### config.mk
export PLATFORM = sky130hd
export DESIGN_NAME = pump_pressure_hysteresis_controller
export DESIGN_NICKNAME = d
export VERILOG_FILES = /design/src/sv/pphc_pkg.sv /design/src/sv/pump_pressure_hysteresis_controller.sv /design/src/sv/pphc_front.sv /design/src/sv/pphc_fifo.sv /design/src/sv/pphc_back.sv
export SDC_FILE = /design/constraint.sdc
export NUM_CORES = 1
export LEC_CHECK = 0
export BUFFER_PORTS_ARGS = -buffer_cell sky130_fd_sc_hd__buf_2
export CAP_MARGIN = 15
export CORE_ASPECT_RATIO = 2
export CORE_UTILIZATION = 30
export DETAILED_ROUTE_END_ITERATION = 8
export GPL_ROUTABILITY_DRIVEN = 0
export HOLD_SLACK_MARGIN = 0.12
export PLACE_DENSITY = 0.49
export SYNTH_ARGS = -nofsm -noshare
export SYNTH_HDL_FRONTEND = slang
export SYNTH_SLANG_ARGS = --single-unit
export TNS_END_PERCENT = 100
### constraint.sdc
create_clock -name clk -period 8.1 [get_ports clk]
set_input_delay 1.215 -clock clk [delete_from_list [all_inputs] [get_ports clk]]
set_output_delay 1.215 -clock clk [all_outputs]
set_load 0.02 [all_outputs]
### src/sv/pphc_pkg.sv
// Shared types and constants for the pump pressure hysteresis controller.
`timescale 1ns / 1ps
`default_nettype none

package pphc_pkg;

    // Linear map from the sample sum to pressure in 1/256 psi units.
    localparam int               MAP_GAIN_W = 20;
    localparam logic [19:0]      MAP_GAIN   = 20'd810947;
    localparam int               MAP_SHIFT  = 20;
    localparam int               MAP_OFFSET = 12272;
    localparam logic [7:0]       PSI_MAX    = 8'd150;

    // Pressure word: the mapped value stays within -12272..38411.
    localparam int               P_W        = 17;
    // Threshold compare width: (set +/- deadband) * 256 as signed.
    localparam int               TH_W       = 18;

    // Command queue between the front and the back.
    localparam int               QUEUE_DEPTH = 8;
    localparam int               QPTR_W      = $clog2(QUEUE_DEPTH);
    localparam int               QCNT_W      = QPTR_W + 1;

    // Configuration register indexes.
    localparam int               CFG_IDX_W         = 8;
    localparam logic [7:0]       REG_SET_PRESSURE  = 8'd0;
    localparam logic [7:0]       REG_DEADBAND      = 8'd1;
    localparam logic [7:0]       REG_MIN_ON_TICKS  = 8'd2;
    localparam logic [7:0]       REG_MIN_OFF_TICKS = 8'd3;

    typedef enum logic [1:0] {
        SW_NONE = 2'd0,
        SW_ON   = 2'd1,
        SW_OFF  = 2'd2
    } switch_t;

    typedef struct packed {
        logic [7:0] set_pressure;
        logic [7:0] deadband;
        logic [7:0] min_on_ticks;
        logic [7:0] min_off_ticks;
    } cfg_t;

    // One command from the front: a timer tick or a closed reading.
    typedef struct packed {
        logic                  is_tick;
        logic                  low_level;
        logic signed [P_W-1:0] pressure;
        logic [7:0]            psi;
    } op_t;

    // Result item, last field in the lowest bits.
    typedef struct packed {
        logic       low_level_seen;
        logic       off_hold;
        logic       on_hold;
        logic [7:0] pressure_psi;
        switch_t    switched;
        logic       pump_on;
    } res_t;

endpackage

`default_nettype wire

### src/sv/pump_pressure_hysteresis_controller.sv
// Top level of the pump pressure hysteresis controller.
`timescale 1ns / 1ps
`default_nettype none

// The input stream carries ADC samples (tuser low) and timer ticks (tuser high).
// Every SAMPLES_PER_READING-th sample closes a reading; the samples are summed,
// mapped to pressure, and the hysteresis decision produces one result transfer on
// the output stream. Ticks and the other samples produce no result; a tick counts
// down the minimum-on and minimum-off holds.
// The block takes one input transfer per cycle while s_axis_tready is high. A result
// passes from the sample that closed its reading through the mapping pipeline in the
// front (sum, gain multiply, reciprocal multiply, correction, offset and clamp), then
// through the command queue and the output register.
// Configuration writes are taken at any time, one per cycle, and must only be
// issued while no item is in flight.
// Reset clears the sample accumulator, the pump state and both holds, and loads
// the configuration registers with their defaults (setpoint 100 psi, deadband
// 5 psi, two ticks for each hold). When the receiver stalls, results wait in the
// output register and the command queue; input keeps flowing until the queue and
// pipeline credits run out, then s_axis_tready drops.

module pump_pressure_hysteresis_controller
    import pphc_pkg::*;
#(
    parameter int SAMPLES_PER_READING = 5,
    parameter int HOLD_COUNT_BITS     = 8
)
(
    input  wire logic        clk,
    input  wire logic        rst_n,
    input  wire logic        s_axis_tvalid,
    output logic             s_axis_tready,
    input  wire logic [23:0] s_axis_tdata,   // adc_sample[15:0], low_level[16], zero fill
    input  wire logic        s_axis_tuser,   // action: 0 ADC sample, 1 timer tick
    output logic             m_axis_tvalid,
    input  wire logic        m_axis_tready,
    // pump_on[0], switched[2:1], pressure_psi[10:3], on_hold[11], off_hold[12],
    // low_level_seen[13], zero fill
    output logic [15:0]      m_axis_tdata,
    input  wire logic        cfg_valid,
    output logic             cfg_ready,
    input  wire logic [CFG_IDX_W-1:0] cfg_index,
    input  wire logic [7:0]  cfg_data
);

    cfg_t              cfg_reg;
    logic              cfg_write;

    logic              op_valid;
    op_t               op;
    logic              q_pop;
    logic              head_valid;
    op_t               head;
    logic [QCNT_W-1:0] q_count;
    res_t              res;

    // The configuration port never stalls; unknown indexes are dropped.
    assign cfg_ready = 1'b1;
    assign cfg_write = cfg_valid && cfg_ready;

    always_ff @(posedge clk or negedge rst_n)
    begin
        if (!rst_n)
        begin
            cfg_reg.set_pressure  <= 8'd100;
            cfg_reg.deadband      <= 8'd5;
            cfg_reg.min_on_ticks  <= 8'd2;
            cfg_reg.min_off_ticks <= 8'd2;
        end
        else if (cfg_write)
        begin
            case (cfg_index)
                REG_SET_PRESSURE:  cfg_reg.set_pressure  <= cfg_data;
                REG_DEADBAND:      cfg_reg.deadband      <= cfg_data;
                REG_MIN_ON_TICKS:  cfg_reg.min_on_ticks  <= cfg_data;
                REG_MIN_OFF_TICKS: cfg_reg.min_off_ticks <= cfg_data;
                default:           ;
            endcase
        end
    end

    // Front: accumulation and pressure mapping, with credits that keep the
    // queue from overflowing.
    pphc_front #(
        .SAMPLES_PER_READING(SAMPLES_PER_READING)
    ) u_front (
        .clk      (clk),
        .rst_n    (rst_n),
        .in_valid (s_axis_tvalid),
        .in_ready (s_axis_tready),
        .in_action(s_axis_tuser),
        .in_sample(s_axis_tdata[15:0]),
        .in_low   (s_axis_tdata[16]),
        .pop      (q_pop),
        .op_valid (op_valid),
        .op       (op)
    );

    // Ticks and readings keep their order through the queue, so a hold always
    // sees the ticks that arrived before its reading.
    pphc_fifo u_fifo (
        .clk       (clk),
        .rst_n     (rst_n),
        .push      (op_valid),
        .push_data (op),
        .pop       (q_pop),
        .head_valid(head_valid),
        .head      (head),
        .count     (q_count)
    );

    // Back: decision, holds and the result register.
    pphc_back #(
        .HOLD_COUNT_BITS(HOLD_COUNT_BITS)
    ) u_back (
        .clk       (clk),
        .rst_n     (rst_n),
        .cfg       (cfg_reg),
        .head_valid(head_valid),
        .head      (head),
        .pop       (q_pop),
        .out_valid (m_axis_tvalid),
        .out_ready (m_axis_tready),
        .out_res   (res)
    );

    assign m_axis_tdata = {2'b00, res};

`ifndef SYNTHESIS
    a_queue_bound: assert property (@(posedge clk) disable iff (!rst_n)
        q_count <= QCNT_W'(QUEUE_DEPTH))
        else $error("command queue holds more entries than its depth");

    a_on_drives_pump: assert property (@(posedge clk) disable iff (!rst_n)
        m_axis_tvalid && (res.switched == SW_ON) |-> res.pump_on)
        else $error("turn-on result with the pump off");

    a_off_stops_pump: assert property (@(posedge clk) disable iff (!rst_n)
        m_axis_tvalid && (res.switched == SW_OFF) |-> !res.pump_on && res.off_hold
            || cfg_reg.min_off_ticks == 8'd0)
        else $error("turn-off result with the pump on or no off hold");

    a_on_hold_loaded: assert property (@(posedge clk) disable iff (!rst_n)
        m_axis_tvalid && (res.switched == SW_ON) && (cfg_reg.min_on_ticks != 8'd0)
            |-> res.on_hold)
        else $error("turn-on result without an active on hold");
`endif

endmodule

`default_nettype wire

### src/sv/pphc_front.sv
// Front part: accepts items, accumulates samples and maps each reading to pressure.
`timescale 1ns / 1ps
`default_nettype none

module pphc_front
    import pphc_pkg::*;
#(
    parameter int SAMPLES_PER_READING = 5
)
(
    input  wire logic clk,
    input  wire logic rst_n,
    input  wire logic in_valid,
    output logic      in_ready,
    input  wire logic in_action,
    input  wire logic [15:0] in_sample,
    input  wire logic in_low,
    input  wire logic pop,
    output logic      op_valid,
    output op_t       op
);

    localparam int SUM_W = 16 + $clog2(SAMPLES_PER_READING);
    localparam int CNT_W = (SAMPLES_PER_READING > 1) ? $clog2(SAMPLES_PER_READING) : 1;
    localparam logic [CNT_W-1:0] LAST_CNT = CNT_W'(SAMPLES_PER_READING - 1);
    // Reciprocal of the sample count, exact to within one in the quotient.
    localparam int RK = SUM_W + 1;
    localparam logic [RK:0] RECIP = (RK + 1)'((64'd1 << RK) / SAMPLES_PER_READING);
    localparam int GP_W = SUM_W + MAP_GAIN_W;
    localparam int RP_W = SUM_W + RK + 1;

    logic [CNT_W-1:0]  cnt_reg, cnt_next;
    logic [SUM_W-1:0]  sum_reg, sum_next;
    logic [QCNT_W-1:0] credit_reg, credit_next;

    logic              a_valid_reg, a_tick_reg, a_low_reg;
    logic [SUM_W-1:0]  a_sum_reg;
    logic              b_valid_reg, b_tick_reg, b_low_reg;
    logic [SUM_W-1:0]  b_q_reg;
    logic              c_valid_reg, c_tick_reg, c_low_reg;
    logic [SUM_W-1:0]  c_q_reg;
    logic [RP_W-1:0]   c_prod_reg;
    logic              d_valid_reg, d_tick_reg, d_low_reg;
    logic [SUM_W-1:0]  d_quot_reg;
    logic              op_valid_reg;
    op_t               op_reg, op_next;

    logic              accept, close_rd, issue;
    logic [SUM_W-1:0]  sum_add;
    logic [GP_W-1:0]   gain_prod;
    logic [SUM_W-1:0]  est, rem, quot;
    logic signed [SUM_W:0]   p_wide;
    logic signed [P_W-1:0]   p_val;
    logic [P_W-9:0]    p_int;

    assign in_ready = credit_reg < QCNT_W'(QUEUE_DEPTH);
    assign accept   = in_valid && in_ready;
    assign close_rd = accept && !in_action && (cnt_reg == LAST_CNT);
    assign issue    = accept && (in_action || close_rd);
    assign sum_add  = sum_reg + SUM_W'(in_sample);

    always_comb
    begin
        cnt_next = cnt_reg;
        sum_next = sum_reg;
        if (accept && !in_action)
        begin
            if (close_rd)
            begin
                cnt_next = '0;
                sum_next = '0;
            end
            else
            begin
                cnt_next = cnt_reg + CNT_W'(1);
                sum_next = sum_add;
            end
        end
    end

    // Credits cover every command in the pipeline or the queue.
    always_comb
    begin
        case ({issue, pop})
            2'b10:   credit_next = credit_reg + QCNT_W'(1);
            2'b01:   credit_next = credit_reg - QCNT_W'(1);
            default: credit_next = credit_reg;
        endcase
    end

    assign gain_prod = GP_W'(a_sum_reg) * GP_W'(MAP_GAIN);

    // Quotient estimate is at most one low; one compare fixes it.
    assign est  = c_prod_reg[RK +: SUM_W];
    assign rem  = c_q_reg - SUM_W'(est * SUM_W'(SAMPLES_PER_READING));
    assign quot = (rem >= SUM_W'(SAMPLES_PER_READING)) ? est + SUM_W'(1) : est;

    assign p_wide = $signed({1'b0, d_quot_reg}) - $signed((SUM_W + 1)'(MAP_OFFSET));
    assign p_val  = p_wide[P_W-1:0];
    assign p_int  = p_val[P_W-1:8];

    always_comb
    begin
        op_next.is_tick   = d_tick_reg;
        op_next.low_level = d_low_reg;
        op_next.pressure  = p_val;
        if (p_val <= 0)
        begin
            op_next.psi = '0;
        end
        else if (p_int > {1'b0, PSI_MAX})
        begin
            op_next.psi = PSI_MAX;
        end
        else
        begin
            op_next.psi = p_int[7:0];
        end
    end

    always_ff @(posedge clk or negedge rst_n)
    begin
        if (!rst_n)
        begin
            cnt_reg      <= '0;
            sum_reg      <= '0;
            credit_reg   <= '0;
            a_valid_reg  <= 1'b0;
            b_valid_reg  <= 1'b0;
            c_valid_reg  <= 1'b0;
            d_valid_reg  <= 1'b0;
            op_valid_reg <= 1'b0;
        end
        else
        begin
            cnt_reg      <= cnt_next;
            sum_reg      <= sum_next;
            credit_reg   <= credit_next;
            a_valid_reg  <= issue;
            b_valid_reg  <= a_valid_reg;
            c_valid_reg  <= b_valid_reg;
            d_valid_reg  <= c_valid_reg;
            op_valid_reg <= d_valid_reg;
        end
    end

    always_ff @(posedge clk)
    begin
        a_tick_reg <= in_action;
        a_low_reg  <= in_low;
        a_sum_reg  <= sum_add;
        b_tick_reg <= a_tick_reg;
        b_low_reg  <= a_low_reg;
        b_q_reg    <= gain_prod[MAP_SHIFT +: SUM_W];
        c_tick_reg <= b_tick_reg;
        c_low_reg  <= b_low_reg;
        c_q_reg    <= b_q_reg;
        c_prod_reg <= RP_W'(b_q_reg) * RP_W'(RECIP);
        d_tick_reg <= c_tick_reg;
        d_low_reg  <= c_low_reg;
        d_quot_reg <= quot;
        op_reg     <= op_next;
    end

    assign op_valid = op_valid_reg;
    assign op       = op_reg;

endmodule

`default_nettype wire

### src/sv/pphc_fifo.sv
// Short command queue between the front and the back.
`timescale 1ns / 1ps
`default_nettype none

module pphc_fifo
    import pphc_pkg::*;
(
    input  wire logic clk,
    input  wire logic rst_n,
    input  wire logic push,
    input  op_t       push_data,
    input  wire logic pop,
    output logic      head_valid,
    output op_t       head,
    output logic [QCNT_W-1:0] count
);

    op_t               mem [QUEUE_DEPTH];
    logic [QPTR_W-1:0] wr_ptr_reg, rd_ptr_reg;
    logic [QCNT_W-1:0] count_reg, count_next;

    always_comb
    begin
        case ({push, pop})
            2'b10:   count_next = count_reg + QCNT_W'(1);
            2'b01:   count_next = count_reg - QCNT_W'(1);
            default: count_next = count_reg;
        endcase
    end

    always_ff @(posedge clk or negedge rst_n)
    begin
        if (!rst_n)
        begin
            wr_ptr_reg <= '0;
            rd_ptr_reg <= '0;
            count_reg  <= '0;
        end
        else
        begin
            if (push)
            begin
                wr_ptr_reg <= wr_ptr_reg + QPTR_W'(1);
            end
            if (pop)
            begin
                rd_ptr_reg <= rd_ptr_reg + QPTR_W'(1);
            end
            count_reg <= count_next;
        end
    end

    always_ff @(posedge clk)
    begin
        if (push)
        begin
            mem[wr_ptr_reg] <= push_data;
        end
    end

    assign head_valid = count_reg != '0;
    assign head       = mem[rd_ptr_reg];
    assign count      = count_reg;

endmodule

`default_nettype wire

### src/sv/pphc_back.sv
// Back part: hysteresis decision, hold counters and the output register.
`timescale 1ns / 1ps
`default_nettype none

module pphc_back
    import pphc_pkg::*;
#(
    parameter int HOLD_COUNT_BITS = 8
)
(
    input  wire logic clk,
    input  wire logic rst_n,
    input  cfg_t      cfg,
    input  wire logic head_valid,
    input  op_t       head,
    output logic      pop,
    output logic      out_valid,
    input  wire logic out_ready,
    output res_t      out_res
);

    localparam int LW = (HOLD_COUNT_BITS > 8) ? HOLD_COUNT_BITS : 8;

    function automatic logic [HOLD_COUNT_BITS-1:0] hold_load(input logic [7:0] ticks);
        logic [LW-1:0] t;
        logic [LW-1:0] m;
        t = LW'(ticks);
        m = LW'((1 << HOLD_COUNT_BITS) - 1);
        hold_load = (t > m) ? HOLD_COUNT_BITS'(m) : HOLD_COUNT_BITS'(t);
    endfunction

    logic                       run_reg, run_next;
    logic [HOLD_COUNT_BITS-1:0] on_cnt_reg, on_cnt_next;
    logic [HOLD_COUNT_BITS-1:0] off_cnt_reg, off_cnt_next;
    logic                       out_valid_reg, out_valid_next;
    res_t                       res_reg, res_next;

    logic [9:0]                 lo_diff;
    logic [8:0]                 hi_sum;
    logic signed [TH_W-1:0]     lo_th, hi_th, p_ext;
    logic                       start, stop, take_rd;
    switch_t                    sw;

    assign pop     = head_valid && (head.is_tick || !out_valid_reg || out_ready);
    assign take_rd = pop && !head.is_tick;

    assign lo_diff = {2'b00, cfg.set_pressure} - {2'b00, cfg.deadband};
    assign hi_sum  = {1'b0, cfg.set_pressure} + {1'b0, cfg.deadband};
    assign lo_th   = $signed({lo_diff, 8'b0});
    assign hi_th   = $signed({1'b0, hi_sum, 8'b0});
    assign p_ext   = $signed({{(TH_W - P_W){head.pressure[P_W-1]}}, head.pressure});

    // Start and stop can never both hold: the low threshold never exceeds the high one.
    assign start = (p_ext < lo_th) && !run_reg && (off_cnt_reg == '0) && !head.low_level;
    assign stop  = (p_ext >= hi_th) && run_reg && (on_cnt_reg == '0);

    always_comb
    begin
        run_next     = run_reg;
        on_cnt_next  = on_cnt_reg;
        off_cnt_next = off_cnt_reg;
        sw           = SW_NONE;
        if (pop && head.is_tick)
        begin
            if (on_cnt_reg != '0)
            begin
                on_cnt_next = on_cnt_reg - HOLD_COUNT_BITS'(1);
            end
            if (off_cnt_reg != '0)
            begin
                off_cnt_next = off_cnt_reg - HOLD_COUNT_BITS'(1);
            end
        end
        else if (take_rd)
        begin
            if (start)
            begin
                run_next    = 1'b1;
                on_cnt_next = hold_load(cfg.min_on_ticks);
                sw          = SW_ON;
            end
            else if (stop)
            begin
                run_next     = 1'b0;
                off_cnt_next = hold_load(cfg.min_off_ticks);
                sw           = SW_OFF;
            end
        end
    end

    always_comb
    begin
        res_next.pump_on        = run_next;
        res_next.switched       = sw;
        res_next.pressure_psi   = head.psi;
        res_next.on_hold        = on_cnt_next != '0;
        res_next.off_hold       = off_cnt_next != '0;
        res_next.low_level_seen = head.low_level;
        if (take_rd)
        begin
            out_valid_next = 1'b1;
        end
        else if (out_ready)
        begin
            out_valid_next = 1'b0;
        end
        else
        begin
            out_valid_next = out_valid_reg;
        end
    end

    always_ff @(posedge clk or negedge rst_n)
    begin
        if (!rst_n)
        begin
            run_reg       <= 1'b0;
            on_cnt_reg    <= '0;
            off_cnt_reg   <= '0;
            out_valid_reg <= 1'b0;
        end
        else
        begin
            run_reg       <= run_next;
            on_cnt_reg    <= on_cnt_next;
            off_cnt_reg   <= off_cnt_next;
            out_valid_reg <= out_valid_next;
        end
    end

    always_ff @(posedge clk)
    begin
        if (take_rd)
        begin
            res_reg <= res_next;
        end
    end

    assign out_valid = out_valid_reg;
    assign out_res   = res_reg;

endmodule

`default_nettype wire

### Word-level counts from Yosys, hierarchy flattened

Memory sizes are Yosys's and may differ from the RTL's.
Index checks and enable logic that the tools add are counted.

| word-level totals | value |
|---|---|
| input bits | 46 |
| register bits | 251 |
| word-level logic and storage cells | 143 |
| output and inout port bits | 19 |
| memories | 1 |
| memory bits (writable) | 216 |

| operators by class | value |
|---|---|
| $lt $le $gt $ge | 8 |
| multipliers | 3 |
| muxes and demuxes | 27 |
| reductions and logical operators | 37 |
| equality and inequality tests | 8 |
| add/subtract/negate cells | 15 |

Memory list:

| memory | words | width | read ports | clocked after memory_dff | write ports | RTL line | text |
|---|---|---|---|---|---|---|---|
| u_fifo.mem | 8 | 27 | 1 | 0 | 1 | pphc_fifo.sv:18 | `op_t mem [QUEUE_DEPTH];` |

Operator list:

| cell | count |
|---|---|
| 8-bit two-way mux | 12 |
| 19-bit by 20-bit multiplier with 39-bit output (second input constant) | 1 |
| 19-bit by 18-bit multiplier with 37-bit output (second input constant) | 1 |
| 8-bit nonzero test | 4 |
| 8-bit zero test | 3 |
| 19-bit by 16-bit adder with 19-bit output | 1 |
| 19-bit by 3-bit greater-or-equal comparator with 1-bit output (second input constant) | 1 |
| 17-bit by 3-bit multiplier with 19-bit output (second input constant) | 1 |
| 19-bit two-way mux | 1 |
| 19-bit subtractor | 1 |
| 17-bit by 18-bit greater-or-equal comparator with 1-bit output | 1 |
| 17-bit by 1-bit adder with 17-bit output (second input constant) | 1 |
| 17-bit by 1-bit <= comparator with 1-bit output (second input constant) | 1 |
| 17-bit less-than comparator | 1 |
| 17-bit two-way mux | 1 |
| 17-bit by 14-bit subtractor with 17-bit output (second input constant) | 1 |
| 8-bit by 2-bit == test with 1-bit output (second input constant) | 2 |
| 8-bit > comparator (second input constant) | 2 |
| 4-bit case mux with 2 select lines | 2 |
| 8-bit by 1-bit subtractor with 8-bit output (second input constant) | 2 |
| 1-bit logical AND | 12 |
| 3-bit by 1-bit adder with 3-bit output (second input constant) | 3 |
| 8-bit by 8-bit adder with 9-bit output | 1 |
| 9-bit by 8-bit > comparator with 1-bit output (second input constant) | 1 |
| 17 further kinds | 41 |

### Depth between registers and ports, before layout

| depth | value |
|---|---|
| depth in word-level cells | 9 |
| depth in mapped cells | 24 |
| depth with buffers taken out | 23 |

### By module

From an unflattened synthesis, not the netlist that was laid out.

| unflattened totals | value |
|---|---|
| cells, all modules | 2590 |
| area total of the unflattened synthesis | 31490.2 um^2 |

By module, submodules not included:

| module | area an instance (um^2) | times used | cells an instance | sequential area each (um^2) |
|---|---|---|---|---|
| pphc_front | 18686.7 | 1 | 1858 | 3298.2 |
| pphc_fifo | 8793.4 | 1 | 364 | 6736.5 |
| pphc_back | 2716.4 | 1 | 291 | 870.8 |
| pump_pressure_hysteresis_controller | 1293.7 | 1 | 77 | 809.5 |

### Least setup slack after synthesis

OpenSTA, ideal clock, no wires.

| path | value |
|---|---|
| path kind | register to register |
| start point | reg u_front.a_sum_reg[13] |
| end point | reg u_front.b_q_reg[16] |
| cell stages (with the launch flop) | 22 |
| path buffers | 0 |
| setup time | 133 ps |
| slack | 2383 ps |
| arrival time | 5584 ps |
| cell sequence | dfxtp_1 inv_1 fa_1 inv_1 fa_1 fa_1 fa_1 fa_1 inv_1 fa_1 inv_1 ha_1 a21o_1 a21o_1 a21oi_1 o21ai_0 a21o_1 a32oi_1 o21ai_0 and2_1 o21ai_0 a22oi_1 |

| on the way | value |
|---|---|
| longest elaborated chain between the ends | 1 |

RTL lines:

| item | RTL line | text |
|---|---|---|
| start, declared | pphc_front.sv:37 | `logic [SUM_W-1:0] a_sum_reg;` |
| start signal, assigned | pphc_front.sv:151 | `a_sum_reg <= sum_add;` |
| 19-bit by 20-bit multiplier with 39-bit output | pphc_front.sv:91 | `assign gain_prod = GP_W'(a_sum_reg) * GP_W'(MAP_GAIN);` |
| named net u_front.gain_prod[36] | pphc_front.sv:50 | `logic [GP_W-1:0] gain_prod;` |
| end signal, assigned | pphc_front.sv:154 | `b_q_reg <= gain_prod[MAP_SHIFT +: SUM_W];` |
| end, declared | pphc_front.sv:39 | `logic [SUM_W-1:0] b_q_reg;` |

The timed path passes the listed nets, and every way through them passes these cells.
A chain may end at the register's enable or synchronous reset.

### Final worst setup path

| path | value |
|---|---|
| start point | reg u_front.b_q_reg[17] |
| end point | reg u_front.c_prod_reg[36] |

| on the way | value |
|---|---|
| longest elaborated chain between the ends | 1 |

RTL lines:

| item | RTL line | text |
|---|---|---|
| 19-bit by 18-bit multiplier with 37-bit output | pphc_front.sv:158 | `c_prod_reg <= RP_W'(b_q_reg) * RP_W'(RECIP);` |
| end signal, assigned | pphc_front.sv:158 |  |
| end, declared | pphc_front.sv:42 | `logic [RP_W-1:0] c_prod_reg;` |

Every way passes these cells.

==> results.txt <==
----------------------------------------------------
[Synth]
  Number of synthesized flops with an enable pin ... between 200 and 250
  Post-Synthesis Mean Instance Area ... about 12 sq um
  Proportion of register bits with asynchronous set or reset after synthesis ... between 20% and 30%
  Top-count cell post-synth ... sky130_fd_sc_hd__inv_1
  Top_reg_cell synth ... sky130_fd_sc_hd__edfxtp_1
  Seq cells post-synth ... between 400 and 500
  Biggest area contributors in the synthesized netlist ... sky130_fd_sc_hd__edfxtp_1 22%, sky130_fd_sc_hd__fa_1 17%, sky130_fd_sc_hd__ha_1 17%
  Proportion of synthesized chip area in sequential cells ... between 30% and 40%
  Synth top cells by count ... 549 x sky130_fd_sc_hd__inv_1, 410 x sky130_fd_sc_hd__ha_1, 262 x sky130_fd_sc_hd__fa_1, 230 x sky130_fd_sc_hd__edfxtp_1, 126 x sky130_fd_sc_hd__dfxtp_1
  Summed instance area of the synthesized netlist ... 0.0308 sq mm
  Most area-hungry cell type in the Yosys netlist ... sky130_fd_sc_hd__edfxtp_1
  Yosys warning count ... 0
  Unique masters post-synth ... 85
  Area share of the largest cell type after synthesis ... between 20% and 30%
  Cell count after synthesis ... 2604

[Clocking]
  Buffer depth of the longest clock path ... 3
  Total CTS buffers ... 43
  Number of H-tree branching levels ... 2
  Number of clock sinks seen by CTS ... around 450
  CTS Root Buffer Type ... sky130_fd_sc_hd__clkbuf_16
  Clock-pin slew on the worst setup and hold paths ... approximately 0.060 ns
  TritonCTS clock tree ... yes
  Post-cts hold buffer count ... 0
  Post-cts sizing count ... 0
  Post-CTS setup buffer count ... 0
  Clk Latency, worst-skew pair ... ~0.6 ns

[STA]
  Setup TNS ... 0 ns
  Headroom to the max-slew limit ... 27.6%
  Period minus WS final ... between 6 and 7 ns
  Final critical-path setup slack ... around 1.4 ns
  Final critical-path share of the clock period ... just over 80%
  Final setup skew ... ~0.036 ns
  Setup repair after global routing missed its margin ... no
  Slew at the pin with the worst max-slew slack ... ~1.1 ns
  Final count of pins violating max slew ... 0
  Final Hold Vio Count ... 0
  Setup violators final ... 0
  Max Clk Rate ... between 0.1 and 0.15 GHz

[Layout]
  Layout Area Growth over Synthesis ... 11.2%
  FF/Latch Area ... about 0.012 sq mm
  Flip-flop count of the largest register, all copies and words added ... about 220
  Multi-input combinational cell area ... 0.0169 sq mm
  Number of nets in the layout ... 3406
  Filler cell count ... roughly 10000
  Share of cells above drive strength 1 ... 9.62%

[GRT]
  Number of global-route vias before repair ... around 21000
  Initial antenna violation count ... 2
  Remaining global-route overflow ... 0
  Pin count of the biggest net entering global routing ... 48
  Global-route wire length before repair ... 120000 microns
  GRT Total Usage ... 15.4%

[Worst setup path]
  Critical path fanouts, max ... 7
  Class of the most critical setup path ... flop to flop
  Length in cells of the worst reg-to-reg path ... 22
  Slowest stage cell, crit path ... sky130_fd_sc_hd__dfxtp_1
  Worst setup SP type ... flop
  R2r setup slk ... around 1.4 ns
  Critical-path cell list ... inv_1, ha_1, inv_1, ha_1, inv_1, fa_1, fa_1, fa_1, fa_1, inv_1, ha_1, a21o_1, a21oi_1, a21oi_1, or3_1, a21oi_1, o21ai_0, buf_4, nor4_1, o41ai_1, a21oi_1, xnor2_1
  Data arrival time of the worst path ... approximately 7.2 ns
  Critical Path End Type ... flop
  Required time of the critical path ... around 8.6 ns
  Terminus of the critical flop-to-flop path ... u_front.c_prod_reg[36]
  Maximum cell stage delay along the critical path ... a little under 0.8 ns
  Worst path top cell family by delay ... adder cells
  Crit Reg-Reg Startpoint ... u_front.b_q_reg[17]
  Sum of buffers and inverters on the critical path ... 5

[Run status]
  Outcome ... finished, final reports clean

[Drt]
  Detail Route met3 WL ... approximately 1500 microns
  DRT antenna net count ... 0
  Wl on met1 ... between 20000 and 25000 microns
  Number of vias in the routed layout ... 18700
  Number of DRC violations after detailed routing ... 0
  Wire length per cell ... roughly 19 microns
  1st-pass router iterations ... 4
  WL met2 ... a little under 50000 microns
  Drt first-iter violations ... 535
  Detailed-route vias per instance ... between 4 and 5
  Highest metal layer with signal wires ... met4
  Post-Route WL ... a little under 80000 microns

[Placed design]
  Buffers added on ports ... 54
  HPWL after detailed placement ... about 64000 microns
  Post-placement worst setup slack ... ~1.5 ns

[Hold path]
  Hold path startpoint ... u_front.c_low_reg
  Endpoint, Worst Hold ... u_front.d_low_reg
  Worst hold-check path type ... flop to flop
  Hold path cells ... 0

[Flow run]
  Max-cap violations ... 0

[Floorplanning]
  Number of top-level pins ... between 60 and 70
  Die width ... ~230 microns
  Std-Cell Core Area ... 0.101 sq mm
  Floorplan die area ... around 0.10 sq mm
  Standard-cell rows ... ~170
  Initial cell density of the core ... a little under a third
  Die boundary height ... between 400 and 500 microns

----------------------------------------------------
[worst register-to-register path: stages, from the launching register on]
cell and delay [ns]:
sky130_fd_sc_hd__dfxtp_1 0.77, sky130_fd_sc_hd__inv_1 0.11, sky130_fd_sc_hd__ha_1 0.41, sky130_fd_sc_hd__inv_1 0.20
sky130_fd_sc_hd__ha_1 0.33, sky130_fd_sc_hd__inv_1 0.05, sky130_fd_sc_hd__fa_1 0.51, sky130_fd_sc_hd__fa_1 0.45
sky130_fd_sc_hd__fa_1 0.53, sky130_fd_sc_hd__fa_1 0.54, sky130_fd_sc_hd__inv_1 0.04, sky130_fd_sc_hd__ha_1 0.35
sky130_fd_sc_hd__a21o_1 0.18, sky130_fd_sc_hd__a21oi_1 0.18, sky130_fd_sc_hd__a21oi_1 0.08, sky130_fd_sc_hd__or3_1 0.38
sky130_fd_sc_hd__a21oi_1 0.26, sky130_fd_sc_hd__o21ai_0 0.14, sky130_fd_sc_hd__buf_4 0.16, sky130_fd_sc_hd__nor4_1 0.40
sky130_fd_sc_hd__o41ai_1 0.22, sky130_fd_sc_hd__a21oi_1 0.21, sky130_fd_sc_hd__xnor2_1 0.13
[placed cells by master (no fill, tap or decap), types with 10 or more instances in the layout]
| cell type | Yosys | layout |
|---|---|---|
| sky130_fd_sc_hd__a21o_1 | 30 | 30 |
| sky130_fd_sc_hd__a21oi_1 | 82 | 82 |
| sky130_fd_sc_hd__a22o_1 | 12 | 12 |
| sky130_fd_sc_hd__a31oi_1 | 11 | 11 |
| sky130_fd_sc_hd__and3_1 | 13 | 13 |
| sky130_fd_sc_hd__buf_2 | 6 | 53 |
| sky130_fd_sc_hd__buf_4 | 4 | 16 |
| sky130_fd_sc_hd__clkbuf_16 | 0 | 43 |
| sky130_fd_sc_hd__dfrtp_1 | 84 | 82 |
| sky130_fd_sc_hd__dfxtp_1 | 126 | 126 |
| sky130_fd_sc_hd__edfxtp_1 | 230 | 230 |
| sky130_fd_sc_hd__fa_1 | 262 | 262 |
| sky130_fd_sc_hd__ha_1 | 410 | 410 |
| sky130_fd_sc_hd__inv_1 | 549 | 549 |
| sky130_fd_sc_hd__mux2_2 | 50 | 50 |
| sky130_fd_sc_hd__mux2i_1 | 10 | 10 |
| sky130_fd_sc_hd__mux4_2 | 38 | 38 |
| sky130_fd_sc_hd__nand2_1 | 76 | 76 |
| sky130_fd_sc_hd__nand2b_1 | 28 | 28 |
| sky130_fd_sc_hd__nand3_1 | 41 | 41 |
| sky130_fd_sc_hd__nand4_1 | 16 | 16 |
| sky130_fd_sc_hd__nor2_1 | 106 | 100 |
| sky130_fd_sc_hd__nor2b_1 | 14 | 14 |
| sky130_fd_sc_hd__nor3_1 | 25 | 23 |
| sky130_fd_sc_hd__nor4_1 | 29 | 29 |
| sky130_fd_sc_hd__o21a_1 | 12 | 12 |
| sky130_fd_sc_hd__o21ai_0 | 58 | 58 |
| sky130_fd_sc_hd__xnor2_1 | 80 | 80 |
| sky130_fd_sc_hd__xor2_1 | 26 | 26 |
[layout make-up]
class | instances | share of cell area [%]
multi-input cells | 1578 | 49.4
flip-flops and latches | 447 | 34.2
inverters | 549 | 6.02
well taps | 1336 | 4.88
clock buffers | 61 | 3.60
repair buffers | 69 | 1.12
clock inverters | 19 | 0.734
diodes | 1 | 0.00730
[logic make-up after synthesis]
| kind of cell | Yosys count | share of synthesized area [%] |
|---|---|---|
| simple gates | 395 | 6.57 |
| compound gates | 303 | 6.49 |
| fa+ha+maj | 672 | 33.7 |
| mux | 99 | 5.00 |
| xor+xnor | 106 | 3.01 |
| flops | 447 | 38.0 |
| buf+inv | 580 | 7.19 |
| other cells | 2 | 0.0244 |
[per-layer routing]
metal  vias up  global-route usage (%)
li1       8950                       -
met1      9408                    12.5
met2       243                    34.3
met3       137                    1.49
met4         0                    7.90
met5         -                       0
[metrics by stage]
step                      hold WS (ns)  instances  instance area, sq um  util, %
after floorplan                  0.310       2605                 30800        -
after global placement           0.315       3979                 32800     32.3
after detailed placement         0.312       3979                 32800     32.3
after CTS                        0.324       4059                 34300     33.8
after global routing             0.322       4060                 34300     33.8
final                            0.309       4060                 34300     33.8
[worst max path at each step]
stage | startpoint | to | slack, ns | cells after the start
floorplan | u_front.a_sum_reg[13] | u_front.b_q_reg[16] | 2.38 | 21
global placement | u_front.a_sum_reg[3] | u_front.b_q_reg[15] | 1.43 | 19
detailed placement | u_front.a_sum_reg[3] | u_front.b_q_reg[18] | 1.46 | 19
CTS | u_front.a_sum_reg[3] | u_front.b_q_reg[18] | 1.41 | 19
global route | u_front.b_q_reg[17] | u_front.c_prod_reg[36] | 1.13 | 22
finish | u_front.b_q_reg[17] | u_front.c_prod_reg[36] | 1.39 | 22
Power is not shown: default switching activity piles up to over one toggle a cycle in this logic, so the estimate is an artifact.
